===== src/hdl/cvcd_pkg.sv =====
// ----------------------------------------------------------------------------
// cvcd_pkg
// Shared field widths, request codes, address windows and the fetch delay
// table of the video contention delay pipeline.
// ----------------------------------------------------------------------------
package cvcd_pkg;

  localparam int TSTATE_W = 17;
  localparam int ADDR_W   = 16;
  localparam int WAIT_W   = 5;
  localparam int CHK_W    = 3;

  localparam logic [TSTATE_W-1:0] TSTATE_MAX = '1;
  localparam logic [WAIT_W-1:0]   WAIT_MAX   = 5'd24;

  // Request kinds.
  localparam logic REQ_MEM = 1'b0;
  localparam logic REQ_IO  = 1'b1;

  // Contended memory window and contended port high byte window.
  localparam logic [ADDR_W-1:0] MEM_LO     = 16'h4000;
  localparam logic [ADDR_W-1:0] MEM_HI     = 16'h7FFF;
  localparam logic [7:0]        PORT_HI_LO = 8'h40;
  localparam logic [7:0]        PORT_HI_HI = 8'h7F;

  // Number of check points an access walks through.
  localparam logic [CHK_W-1:0] CHK_NONE = 3'd0;
  localparam logic [CHK_W-1:0] CHK_ONE  = 3'd1;
  localparam logic [CHK_W-1:0] CHK_TWO  = 3'd2;
  localparam logic [CHK_W-1:0] CHK_FOUR = 3'd4;

  // Work that still travels with a request through the check stages.
  typedef struct packed {
    logic [CHK_W-1:0]    checks;
    logic [WAIT_W-1:0]   waits;
    logic [TSTATE_W-1:0] tstate;
  } chk_t;

  // Wait added by the video fetch at a given position of an eight T-state group.
  function automatic logic [2:0] fetch_wait(input logic [2:0] pos);
    logic [2:0] w;
    unique case (pos)
      3'd0:    w = 3'd6;
      3'd1:    w = 3'd5;
      3'd2:    w = 3'd4;
      3'd3:    w = 3'd3;
      3'd4:    w = 3'd2;
      3'd5:    w = 3'd1;
      default: w = 3'd0;
    endcase
    return w;
  endfunction

endpackage


===== src/hdl/cvcd_decode.sv =====
// ----------------------------------------------------------------------------
// cvcd_decode
// First pipeline stage: classifies the access, picks its check pattern and
// offsets the starting T-state against the first contended T-state.
// ----------------------------------------------------------------------------
module cvcd_decode import cvcd_pkg::*; #(
  parameter int FIRST_CONTENDED_TSTATE = 14335,
  parameter int RelW                   = 18,
  parameter int ColW                   = 16
) (
  input  logic                       clk_i,
  input  logic                       en_i,
  input  logic                       req_type_i,
  input  logic [ADDR_W-1:0]          address_i,
  input  logic [TSTATE_W-1:0]        frame_tstate_i,
  output chk_t                       chk_o,
  output logic                       neg_o,
  output logic [RelW-1:0]            rel_o,
  output logic signed [ColW-1:0]     vneg_o
);

  localparam int DiffW = RelW + 1;

  logic                    hi_busy;
  logic                    mem_busy;
  logic [CHK_W-1:0]        checks;
  logic                    offset;
  logic [RelW-1:0]         t_start;
  logic [DiffW-1:0]        diff;

  chk_t                    chk_q;
  logic                    neg_q;
  logic [RelW-1:0]         rel_q;
  logic signed [ColW-1:0]  vneg_q;

  assign hi_busy  = (address_i[15:8] >= PORT_HI_LO) && (address_i[15:8] <= PORT_HI_HI);
  assign mem_busy = (address_i >= MEM_LO) && (address_i <= MEM_HI);

  // An even port outside the contended high byte range is checked one
  // T-state late; every other pattern starts at the request T-state.
  always_comb begin
    offset = 1'b0;
    checks = CHK_NONE;
    if (req_type_i == REQ_MEM) begin
      checks = mem_busy ? CHK_ONE : CHK_NONE;
    end else if (!address_i[0]) begin
      if (hi_busy) begin
        checks = CHK_TWO;
      end else begin
        checks = CHK_ONE;
        offset = 1'b1;
      end
    end else begin
      checks = hi_busy ? CHK_FOUR : CHK_NONE;
    end
  end

  assign t_start = RelW'(frame_tstate_i) + RelW'(offset);
  assign diff    = DiffW'(t_start) - DiffW'(FIRST_CONTENDED_TSTATE);

  always_ff @(posedge clk_i) begin
    if (en_i) begin
      chk_q.checks <= checks;
      chk_q.waits  <= '0;
      chk_q.tstate <= frame_tstate_i;
      neg_q        <= diff[DiffW-1];
      rel_q        <= diff[RelW-1:0];
      vneg_q       <= $signed(diff[ColW-1:0]);
    end
  end

  assign chk_o  = chk_q;
  assign neg_o  = neg_q;
  assign rel_o  = rel_q;
  assign vneg_o = vneg_q;

endmodule


===== src/hdl/cvcd_linepos.sv =====
// ----------------------------------------------------------------------------
// cvcd_linepos
// Two pipeline stages that split the offset T-state into display line and
// position within the line: a reciprocal multiply, then the remainder.
// ----------------------------------------------------------------------------
module cvcd_linepos import cvcd_pkg::*; #(
  parameter int TSTATES_PER_LINE = 224,
  parameter int RelW             = 18,
  parameter int ColW             = 16,
  parameter int RowW             = 12
) (
  input  logic                    clk_i,
  input  logic                    en1_i,
  input  logic                    en2_i,
  input  chk_t                    chk_i,
  input  logic                    neg_i,
  input  logic [RelW-1:0]         rel_i,
  input  logic signed [ColW-1:0]  vneg_i,
  output chk_t                    chk_o,
  output logic [RowW-1:0]         row_o,
  output logic signed [ColW-1:0]  col_o
);

  // Rounded-up reciprocal with enough fraction bits for an exact quotient
  // over the whole dividend range.
  localparam int RemW   = $clog2(TSTATES_PER_LINE);
  localparam int ShW    = RelW + RemW;
  localparam int RecipW = RelW + 1;
  localparam int ProdW  = RelW + RecipW;
  localparam longint unsigned Recip =
      ((64'd1 << ShW) + 64'(TSTATES_PER_LINE) - 64'd1) / 64'(TSTATES_PER_LINE);

  logic [ProdW-1:0]        prod;
  logic [ProdW-1:0]        quot_full;
  logic [RelW-1:0]         qp;
  logic [RelW-1:0]         rem;

  chk_t                    chk1_q;
  logic                    neg1_q;
  logic [RelW-1:0]         rel1_q;
  logic signed [ColW-1:0]  vneg1_q;
  logic [RowW-1:0]         quot1_q;

  chk_t                    chk2_q;
  logic [RowW-1:0]         row2_q;
  logic signed [ColW-1:0]  col2_q;

  assign prod      = ProdW'(rel_i) * ProdW'(RecipW'(Recip));
  assign quot_full = prod >> ShW;

  always_ff @(posedge clk_i) begin
    if (en1_i) begin
      chk1_q  <= chk_i;
      neg1_q  <= neg_i;
      rel1_q  <= rel_i;
      vneg1_q <= vneg_i;
      quot1_q <= quot_full[RowW-1:0];
    end
  end

  assign qp  = RelW'(quot1_q * TSTATES_PER_LINE);
  assign rem = rel1_q - qp;

  // Before the first contended T-state the column carries the negative
  // distance, and the line count starts at zero.
  always_ff @(posedge clk_i) begin
    if (en2_i) begin
      chk2_q <= chk1_q;
      if (neg1_q) begin
        row2_q <= '0;
        col2_q <= vneg1_q;
      end else begin
        row2_q <= quot1_q;
        col2_q <= $signed(ColW'(rem[RemW-1:0]));
      end
    end
  end

  assign chk_o = chk2_q;
  assign row_o = row2_q;
  assign col_o = col2_q;

endmodule


===== src/hdl/cvcd_step.sv =====
// ----------------------------------------------------------------------------
// cvcd_step
// One check point of the chain: looks up the fetch delay at the running
// position, adds it and moves the position on by that delay plus one.
// ----------------------------------------------------------------------------
module cvcd_step import cvcd_pkg::*; #(
  parameter int TSTATES_PER_LINE   = 224,
  parameter int CONTENDED_LINES    = 192,
  parameter int CONTENDED_PER_LINE = 128,
  parameter int ColW               = 16,
  parameter int RowW               = 12
) (
  input  logic                    clk_i,
  input  logic                    en_i,
  input  chk_t                    chk_i,
  input  logic [RowW-1:0]         row_i,
  input  logic signed [ColW-1:0]  col_i,
  output chk_t                    chk_o,
  output logic [RowW-1:0]         row_o,
  output logic signed [ColW-1:0]  col_o
);

  logic                    active;
  logic                    in_window;
  logic [2:0]              delay;
  logic signed [ColW-1:0]  adv;
  logic signed [ColW-1:0]  col_nx;
  logic                    wrap;

  chk_t                    chk_q;
  logic [RowW-1:0]         row_q;
  logic signed [ColW-1:0]  col_q;

  assign active    = (chk_i.checks != CHK_NONE);
  assign in_window = !col_i[ColW-1]
                  && (col_i < $signed(ColW'(CONTENDED_PER_LINE)))
                  && (row_i < RowW'(CONTENDED_LINES));
  assign delay     = in_window ? fetch_wait(col_i[2:0]) : 3'd0;
  assign adv       = $signed(ColW'(delay) + ColW'(1));
  assign col_nx    = col_i + adv;
  assign wrap      = (col_nx >= $signed(ColW'(TSTATES_PER_LINE)));

  always_ff @(posedge clk_i) begin
    if (en_i) begin
      chk_q.tstate <= chk_i.tstate;
      if (active) begin
        chk_q.checks <= chk_i.checks - CHK_ONE;
        chk_q.waits  <= chk_i.waits + WAIT_W'(delay);
        if (wrap) begin
          col_q <= col_nx - $signed(ColW'(TSTATES_PER_LINE));
          row_q <= row_i + RowW'(1);
        end else begin
          col_q <= col_nx;
          row_q <= row_i;
        end
      end else begin
        chk_q.checks <= chk_i.checks;
        chk_q.waits  <= chk_i.waits;
        col_q        <= col_i;
        row_q        <= row_i;
      end
    end
  end

  assign chk_o = chk_q;
  assign row_o = row_q;
  assign col_o = col_q;

endmodule


===== src/hdl/cpu_video_contention_delay.sv =====
// ----------------------------------------------------------------------------
// cpu_video_contention_delay
// Wait states that the video fetch adds to a CPU memory or I/O access, and
// the frame T-state after those waits.
// ----------------------------------------------------------------------------
// A request can be accepted in every cycle unless a full pipeline is held by a
// stalled result, so the block sustains one access per clock while results are
// taken. The eight register stages are: decode and offset against the first
// contended T-state, a reciprocal multiply that finds the display line, the
// remainder that gives the position within the line, four check point stages
// (one per possible check of the longest I/O pattern), and the output
// register with the saturating T-state add. Each stage holds its own valid
// bit and moves on whenever the stage after it is free, so a stalled result
// keeps only the stages behind it waiting and bubbles are filled up.
// ----------------------------------------------------------------------------
module cpu_video_contention_delay import cvcd_pkg::*; #(
  parameter int FIRST_CONTENDED_TSTATE = 14335,
  parameter int TSTATES_PER_LINE       = 224,
  parameter int CONTENDED_LINES        = 192,
  parameter int CONTENDED_PER_LINE     = 128
) (
  input  logic                clk_i,
  input  logic                rst_ni,
  input  logic                in_valid_i,
  output logic                in_ready_o,
  input  logic                req_type_i,
  input  logic [ADDR_W-1:0]   address_i,
  input  logic [TSTATE_W-1:0] frame_tstate_i,
  output logic                out_valid_o,
  input  logic                out_ready_i,
  output logic [WAIT_W-1:0]   wait_states_o,
  output logic [TSTATE_W-1:0] adjusted_tstate_o
);

  // The even-port offset can move the start one T-state past the end of the
  // field range, so offsets against the first contended T-state take one
  // extra bit. The column holds the position in a line, or the negative
  // distance to the first contended T-state before it.
  localparam int RelW    = TSTATE_W + 1;
  localparam int ColSpan = (FIRST_CONTENDED_TSTATE > TSTATES_PER_LINE + 8)
                         ? FIRST_CONTENDED_TSTATE : TSTATES_PER_LINE + 8;
  localparam int ColW    = $clog2(ColSpan + 1) + 1;
  localparam int RowW    = RelW - $clog2(TSTATES_PER_LINE + 1) + 2;
  localparam int NStg    = 8;
  localparam int NChk    = 4;
  localparam int StgStep = 3;
  localparam int StgOut  = NStg - 1;

  logic [NStg-1:0] vld_q;
  logic [NStg-1:0] en;

  chk_t                    chk_dec;
  logic                    neg_dec;
  logic [RelW-1:0]         rel_dec;
  logic signed [ColW-1:0]  vneg_dec;

  chk_t                    chk_s [NChk+1];
  logic [RowW-1:0]         row_s [NChk+1];
  logic signed [ColW-1:0]  col_s [NChk+1];

  logic [TSTATE_W:0]       sum;
  logic [WAIT_W-1:0]       wait_q;
  logic [TSTATE_W-1:0]     adj_q;

  // A stage may load when it is empty or when its own request moves on.
  always_comb begin
    en[NStg-1] = !vld_q[NStg-1] || out_ready_i;
    for (int k = NStg - 2; k >= 0; k--) begin
      en[k] = !vld_q[k] || en[k+1];
    end
  end

  assign in_ready_o = en[0];

  always_ff @(posedge clk_i or negedge rst_ni) begin
    if (!rst_ni) begin
      vld_q <= '0;
    end else begin
      if (en[0]) begin
        vld_q[0] <= in_valid_i;
      end
      for (int k = 1; k < NStg; k++) begin
        if (en[k]) begin
          vld_q[k] <= vld_q[k-1];
        end
      end
    end
  end

  cvcd_decode #(
    .FIRST_CONTENDED_TSTATE(FIRST_CONTENDED_TSTATE),
    .RelW                  (RelW),
    .ColW                  (ColW)
  ) u_decode (
    .clk_i         (clk_i),
    .en_i          (en[0]),
    .req_type_i    (req_type_i),
    .address_i     (address_i),
    .frame_tstate_i(frame_tstate_i),
    .chk_o         (chk_dec),
    .neg_o         (neg_dec),
    .rel_o         (rel_dec),
    .vneg_o        (vneg_dec)
  );

  cvcd_linepos #(
    .TSTATES_PER_LINE(TSTATES_PER_LINE),
    .RelW            (RelW),
    .ColW            (ColW),
    .RowW            (RowW)
  ) u_linepos (
    .clk_i (clk_i),
    .en1_i (en[1]),
    .en2_i (en[2]),
    .chk_i (chk_dec),
    .neg_i (neg_dec),
    .rel_i (rel_dec),
    .vneg_i(vneg_dec),
    .chk_o (chk_s[0]),
    .row_o (row_s[0]),
    .col_o (col_s[0])
  );

  // Each check stage handles one check point while checks remain, and
  // passes the request through untouched once they are used up.
  for (genvar g = 0; g < NChk; g++) begin : g_step
    cvcd_step #(
      .TSTATES_PER_LINE  (TSTATES_PER_LINE),
      .CONTENDED_LINES   (CONTENDED_LINES),
      .CONTENDED_PER_LINE(CONTENDED_PER_LINE),
      .ColW              (ColW),
      .RowW              (RowW)
    ) u_step (
      .clk_i(clk_i),
      .en_i (en[StgStep+g]),
      .chk_i(chk_s[g]),
      .row_i(row_s[g]),
      .col_i(col_s[g]),
      .chk_o(chk_s[g+1]),
      .row_o(row_s[g+1]),
      .col_o(col_s[g+1])
    );
  end

  // The reported wait count is never clipped; only the T-state saturates.
  assign sum = (TSTATE_W+1)'(chk_s[NChk].tstate) + (TSTATE_W+1)'(chk_s[NChk].waits);

  always_ff @(posedge clk_i) begin
    if (en[StgOut]) begin
      wait_q <= chk_s[NChk].waits;
      adj_q  <= sum[TSTATE_W] ? TSTATE_MAX : sum[TSTATE_W-1:0];
    end
  end

  assign out_valid_o       = vld_q[StgOut];
  assign wait_states_o     = wait_q;
  assign adjusted_tstate_o = adj_q;

  // The pipeline never refuses a request while some stage is empty.
  a_ready_when_room: assert property (@(posedge clk_i) disable iff (!rst_ni)
    !(&vld_q) |-> in_ready_o)
    else $error("request refused with an empty pipeline stage");

  // Four check stages are enough for the longest pattern.
  a_checks_used: assert property (@(posedge clk_i) disable iff (!rst_ni)
    vld_q[StgOut-1] |-> (chk_s[NChk].checks == CHK_NONE))
    else $error("check points left after the last check stage");

  // The wait total stays inside its documented range.
  a_wait_range: assert property (@(posedge clk_i) disable iff (!rst_ni)
    out_valid_o |-> (wait_states_o <= WAIT_MAX))
    else $error("wait states out of range");

  // The adjusted T-state is never below the request T-state plus the waits,
  // unless it has saturated.
  a_adj_consistent: assert property (@(posedge clk_i) disable iff (!rst_ni)
    (vld_q[StgOut-1] && en[StgOut]) |=>
      ((adjusted_tstate_o == TSTATE_MAX) || ({1'b0, adjusted_tstate_o} == $past(sum))))
    else $error("adjusted T-state does not match the wait count");

endmodule


===== config.mk =====
export PLATFORM = sky130hd
export DESIGN_NAME = cpu_video_contention_delay
export DESIGN_NICKNAME = d
export VERILOG_FILES = /design/src/hdl/cvcd_pkg.sv /design/src/hdl/cvcd_decode.sv /design/src/hdl/cvcd_linepos.sv /design/src/hdl/cvcd_step.sv /design/src/hdl/cpu_video_contention_delay.sv
export SDC_FILE = /design/constraint.sdc
export NUM_CORES = 1
export LEC_CHECK = 0
export BUFFER_PORTS_ARGS = -buffer_cell sky130_fd_sc_hd__buf_2
export CELL_PAD_IN_SITES_DETAIL_PLACEMENT = 1
export CELL_PAD_IN_SITES_GLOBAL_PLACEMENT = 2
export CORE_UTILIZATION = 47
export DETAILED_ROUTE_END_ITERATION = 10
export PLACE_DENSITY = 0.93
export SYNTH_ARGS = -nofsm -noshare
export SYNTH_HDL_FRONTEND = slang
export SYNTH_SLANG_ARGS = --single-unit

===== constraint.sdc =====
create_clock -name clk_i -period 17.4 [get_ports clk_i]
set_clock_uncertainty 0.2 [all_clocks]
set_input_delay 1.74 -clock clk_i [delete_from_list [all_inputs] [get_ports clk_i]]
set_output_delay 1.74 -clock clk_i [all_outputs]
set_load 0.005 [all_outputs]

# == Yosys cells after proc, flatten, opt, wreduce, memory -nomap -nowiden ==
# Index checks and enable logic that the tools add are counted.
# W data, S select, Z words.
# totals
ff_bits,361
in_bits,38
out_inout_bits,24
word_cells,176
# classes
n_addsub,22
n_mul,2
n_lt_le_gt_ge,15
eq_ne,20
n_mux,33
n_reduce_logical,39
# op_table
op,count
$mux W15,6
$pmux W3 S6,4
$lt A15 B9 Y1 const B,4
$mux W12,4
$add A15 B15 Y15,3
$ge A15 B9 Y1 const B,3
$sub A15 B9 Y15 const B,3
$lt A12 B8 Y1 const B,3
$mul A18 B18 Y36 const B,1
$mux W8,4
$add A12 B1 Y12 const B,2
$eq A3 B2 Y1 const B,8
$eq A3 B3 Y1 const B,8
$mux W11,2
$mux W3,7
$sub A18 B14 Y19 const B,1
$add A17 B1 Y18,1
$add A17 B5 Y18,1
$ge A16 B15 Y1 const B,1
$le A16 B15 Y1 const B,1
$add A11 B1 Y12 const B,1
$add A3 B1 Y4 const B,3
$eq A3 B1 Y1 const B,4
$logic_not A1 Y1,12
other kinds (16),44

# == Logic depth before layout (Yosys ltp) ==
# depth
depth_word,9
depth_mapped,23

# == Modules after synthesis ==
# From an unflattened synthesis, not the netlist that was laid out.
# hier_totals
cells_unflattened,1930
area_unflattened_um2,23538.8
# modules_own_cells
module,instances,cells_each,area_per_inst_um2
cvcd_linepos,1,563,7614.8
cvcd_step (g_step[2].u_step ...),2,275,3123.0
cvcd_step (g_step[1].u_step),1,273,3186.8
cvcd_step (g_step[0].u_step),1,288,3169.3
cvcd_decode,1,129,1794.2
cpu_video_contention_delay,1,127,1527.7

# == Worst setup path after synthesis ==
# Ideal clock, no wire load.
# synth_timing
path_type,input to output
from,input out_ready_i
to,output in_ready_o
arrival_ns,4.654
setup_slack_ns,10.806
path_stages,6
path_buffers,0
cell_sequence,nor2b_1 > and2_1 > and3_1 > nand3_1 > inv_1 > nand3_1
# synth_between
elab_chain_cells,8
# synth_lines
item,line,rtl
start: declaration,cpu_video_contention_delay.sv:30,"input logic out_ready_i,"
$logic_or A1 B1 Y1,cpu_video_contention_delay.sv:67,en[NStg-1] = !vld_q[NStg-1] || out_ready_i;
$logic_or A1 B1 Y1 (5 in a row),cpu_video_contention_delay.sv:69,en[k] = !vld_q[k] || en[k+1];
via en[2],cpu_video_contention_delay.sv:50,logic [NStg-1:0] en;
$logic_or A1 B1 Y1 (2 in a row),cpu_video_contention_delay.sv:69,
end: declaration,cpu_video_contention_delay.sv:25,"output logic in_ready_o,"
# The timed path passes the listed nets, and every way through them passes these cells.

==> impl_metrics.json <==
{
  "outcome": "finished clean",
  "drcViolationCount": 0,
  "ys_types": 76,
  "seq_area_frac_synth": 0.5129,
  "cts_sinks": 327,
  "place_ws_ns": 11.02,
  "globalplace.congestion": 0.8516,
  "cp.arrival_ns": 6.47,
  "period_share": 0.3684,
  "path_class": "flop to flop",
  "coreArea_sq_um": 39910,
  "cts_made_buffers": 35,
  "cts_hold_buffers": 0,
  "cts_htree_levels": 2,
  "die_area_sq_um": 41380,
  "grt_max_degree": 52,
  "clk_path_buf_depth": 3,
  "synth.top_cells.by_area": "edfxtp_1 (50%), ha_1 (12%), fa_1 (7.2%), xnor2_1 (3.6%), inv_1 (3.5%)",
  "setup-tns-final_ns": 0,
  "worstPathCellList": "ha_1 > inv_1 > fa_1 > fa_1 > inv_1 > fa_1 > fa_1 > ha_1 > a2111oi_0 > o21ai_0 > a31oi_1 > o211ai_1 > a2111oi_0 > o31ai_1 > o21a_1 > nor2_1 > xnor2_1",
  "syn_inst": 1575,
  "vdd_drop_max_mv": 0.1597,
  "worstSkewPairLatency_ns": 0.52,
  "cts.root.buffer_cell": "clkbuf_16",
  "drt_iter0_drc": 612,
  "viasPerCell": 5.401,
  "setup_slack_ns": 10.99,
  "cts_resized": 0,
  "critPathMaxStageDelay_ns": 0.63,
  "drive_above_1_share": 0.08208,
  "fin_nets": 1918,
  "start_kind": "flop",
  "die_w_um": 203.4,
  "port-buffer-count": 48,
  "yosysWarnings": 0,
  "drt_first_pass_iters": 5,
  "p_leak_nw": 8.921,
  "wirelength_um": 40630,
  "crit_buf_inv": 2,
  "maxCapViolCount": 0,
  "rows": 73,
  "tightest_slew_ns": 1.107,
  "antenna_left": 0,
  "io_pins": 62,
  "avgSynthCellArea_sq_um": 12.11,
  "end_kind": "flop",
  "grt_usage": 0.2045,
  "grt_pass1_wl_um": 66970,
  "dp.cells": 2121,
  "yosys.area.top_type": "edfxtp_1",
  "max_slew_margin": 0.2593,
  "wl_per_cell_um": 18.62,
  "antenna_found_initial": 0,
  "synth_commonest_cells": "edfxtp_1 (319), ha_1 (178), inv_1 (178)",
  "antenna_cells": 0,
  "cp_data_required_time_ns": 17.46,
  "yosys.cell_count.top_type": "edfxtp_1",
  "post_cts_buffers": 0,
  "vias": 11780,
  "timing.fmax_ghz": 0.1560,
  "hold_viol_final": 0,
  "hold_slack_ns": 0.2160,
  "cts_tree": "built",
  "hold_path_class": "flop to flop",
  "path_max_fanout": 5,
  "overflow": 0,
  "initial_utilization": 0.4777,
  "synth-seq-cells": 327,
  "fp.dieH_um": 203.4,
  "slew_violations": 0,
  "power_density_nw_per_um2": 175.5,
  "clk_pin_slew_ns": 0.06,
  "async_flop_share": 0.02446,
  "syn_to_final_growth_pct": 9.981,
  "dp_hpwl_um": 31090,
  "ys.flop_type": "edfxtp_1",
  "syn-cell-area_sq_um": 19070,
  "setup_viol": 0,
  "synth_edf_count": 319,
  "cp_common_cell": "fa_1",
  "final_cells": 2182,
  "slowest_stage": "a2111oi_0",
  "grt_pass1_vias": 13020,
  "fin_crit_ns": 6.411,
  "synth_top_area_frac": 0.5024,
  "rsz0062_at_grt": "false",
  "crit_family": "adder cells"
}
## worst paths after layout
| path | from | end | slack [ns] | depth (start not counted) |
|---|---|---|---|---|
| setup / recovery | u_decode.vneg_o[1] | u_linepos.quot1_q[10] | 10.99 | 17 |
| hold / removal | g_step[2].u_step.chk_o[5] | g_step[3].u_step.chk_o[5] | 0.22 | 0 |
| setup reg to reg | u_decode.vneg_o[1] | u_linepos.quot1_q[10] | 10.99 | 17 |
| hold reg to reg | g_step[2].u_step.chk_o[5] | g_step[3].u_step.chk_o[5] | 0.22 | 0 |
| max in group asynchronous | rst_ni | vld_q[4] | 15.91 | 1 |
| min in group asynchronous | rst_ni | vld_q[2] | 0.89 | 1 |
## sequential cells by signal, summed over array words and instances, names as in the netlist, 4 cells and up
name / cells
vld_q: 8
u_linepos.row_o: 11
g_step.u_step.row_o: 30
wait_states_o: 5
adjusted_tstate_o: 17
u_decode.vneg_o: 14
u_linepos.col_o: 15
u_linepos.vneg1_q: 15
u_linepos.chk1_q: 20
g_step.u_step.col_o: 41
u_linepos.chk_o: 20
u_decode.chk_o: 20
u_decode.rel_o: 4
g_step.u_step.chk_o: 94
u_linepos.quot1_q: 11
## worst reg2reg max path, cell delays in order (launching register included)
cell and delay [ns]:
edfxtp_1 0.55, ha_1 0.45, inv_1 0.09, fa_1 0.52, fa_1 0.56, inv_1 0.06, fa_1 0.51, fa_1 0.50
ha_1 0.35, a2111oi_0 0.40, o21ai_0 0.26, a31oi_1 0.25, o211ai_1 0.15, a2111oi_0 0.63, o31ai_1 0.24, o21a_1 0.23
nor2_1 0.13, xnor2_1 0.08
## power by group
part / internal (W) / switching [W]
clock network: 0.000418 / 0.000292
logic: 0.000655 / 0.000891
registers: 0.00122 / 0.000205
## cell usage in the layout (no fill, tap or decap), drive strengths merged, types with 7 or more instances in the layout
cell type / count
nand3: 44
xnor2: 78
nor3: 26
nand2: 127
clkinv: 11
mux2: 9
edfxtp: 319
dfrtp: 8
a21oi: 49
and3: 29
nor4: 16
nand2b: 17
inv: 179
a2111oi: 7
ha: 178
or2: 7
a31oi: 8
and2: 17
a21o: 17
xor2: 44
o21a: 17
nor2b: 27
o21ai: 42
clkbuf: 47
fa: 69
nand4: 24
nor2: 96
a211oi: 8
buf: 54
## area by class of cell
type,instances,area [sq um]
inverters,178,668.1
clock buffers,47,960.9
multi-input cells,1037,8482
flip-flops and latches,327,9779
clock inverters,14,138.9
well taps,525,656.9
fillers,4152,18940
repair buffers,54,285.3
## cell families after synthesis
logic type | synth area share
AND/OR/NAND/NOR | 0.1213
AO/OA/AOI/OAI | 0.06824
adder cells (fa/ha/maj) | 0.1892
flip-flops | 0.5129
multiplexers | 0.008465
buffers and inverters | 0.04363
XOR/XNOR | 0.05604
other | 0.0001967
## metal layers
metal  vias to the layer above  track usage  share of wire
li1                       5691            -              -
met3                       100      0.02317          0.025
met1                      5803       0.2371           0.41
met5                         -            0              0
met2                       190       0.3815           0.53
met4                         0      0.08324          0.040
## stage by stage
step	cell area, sq um	utilization	total power (W)
CTS	20970	0.5254	0.003717
floorplan	19080	-	0.002517
global placement	19870	0.4979	0.002869
detailed placement	19870	0.4979	0.002976
global route	20970	0.5254	0.003962
finish	20970	0.5254	0.003680
No activity file was read; power rests on OpenSTA's default activity.
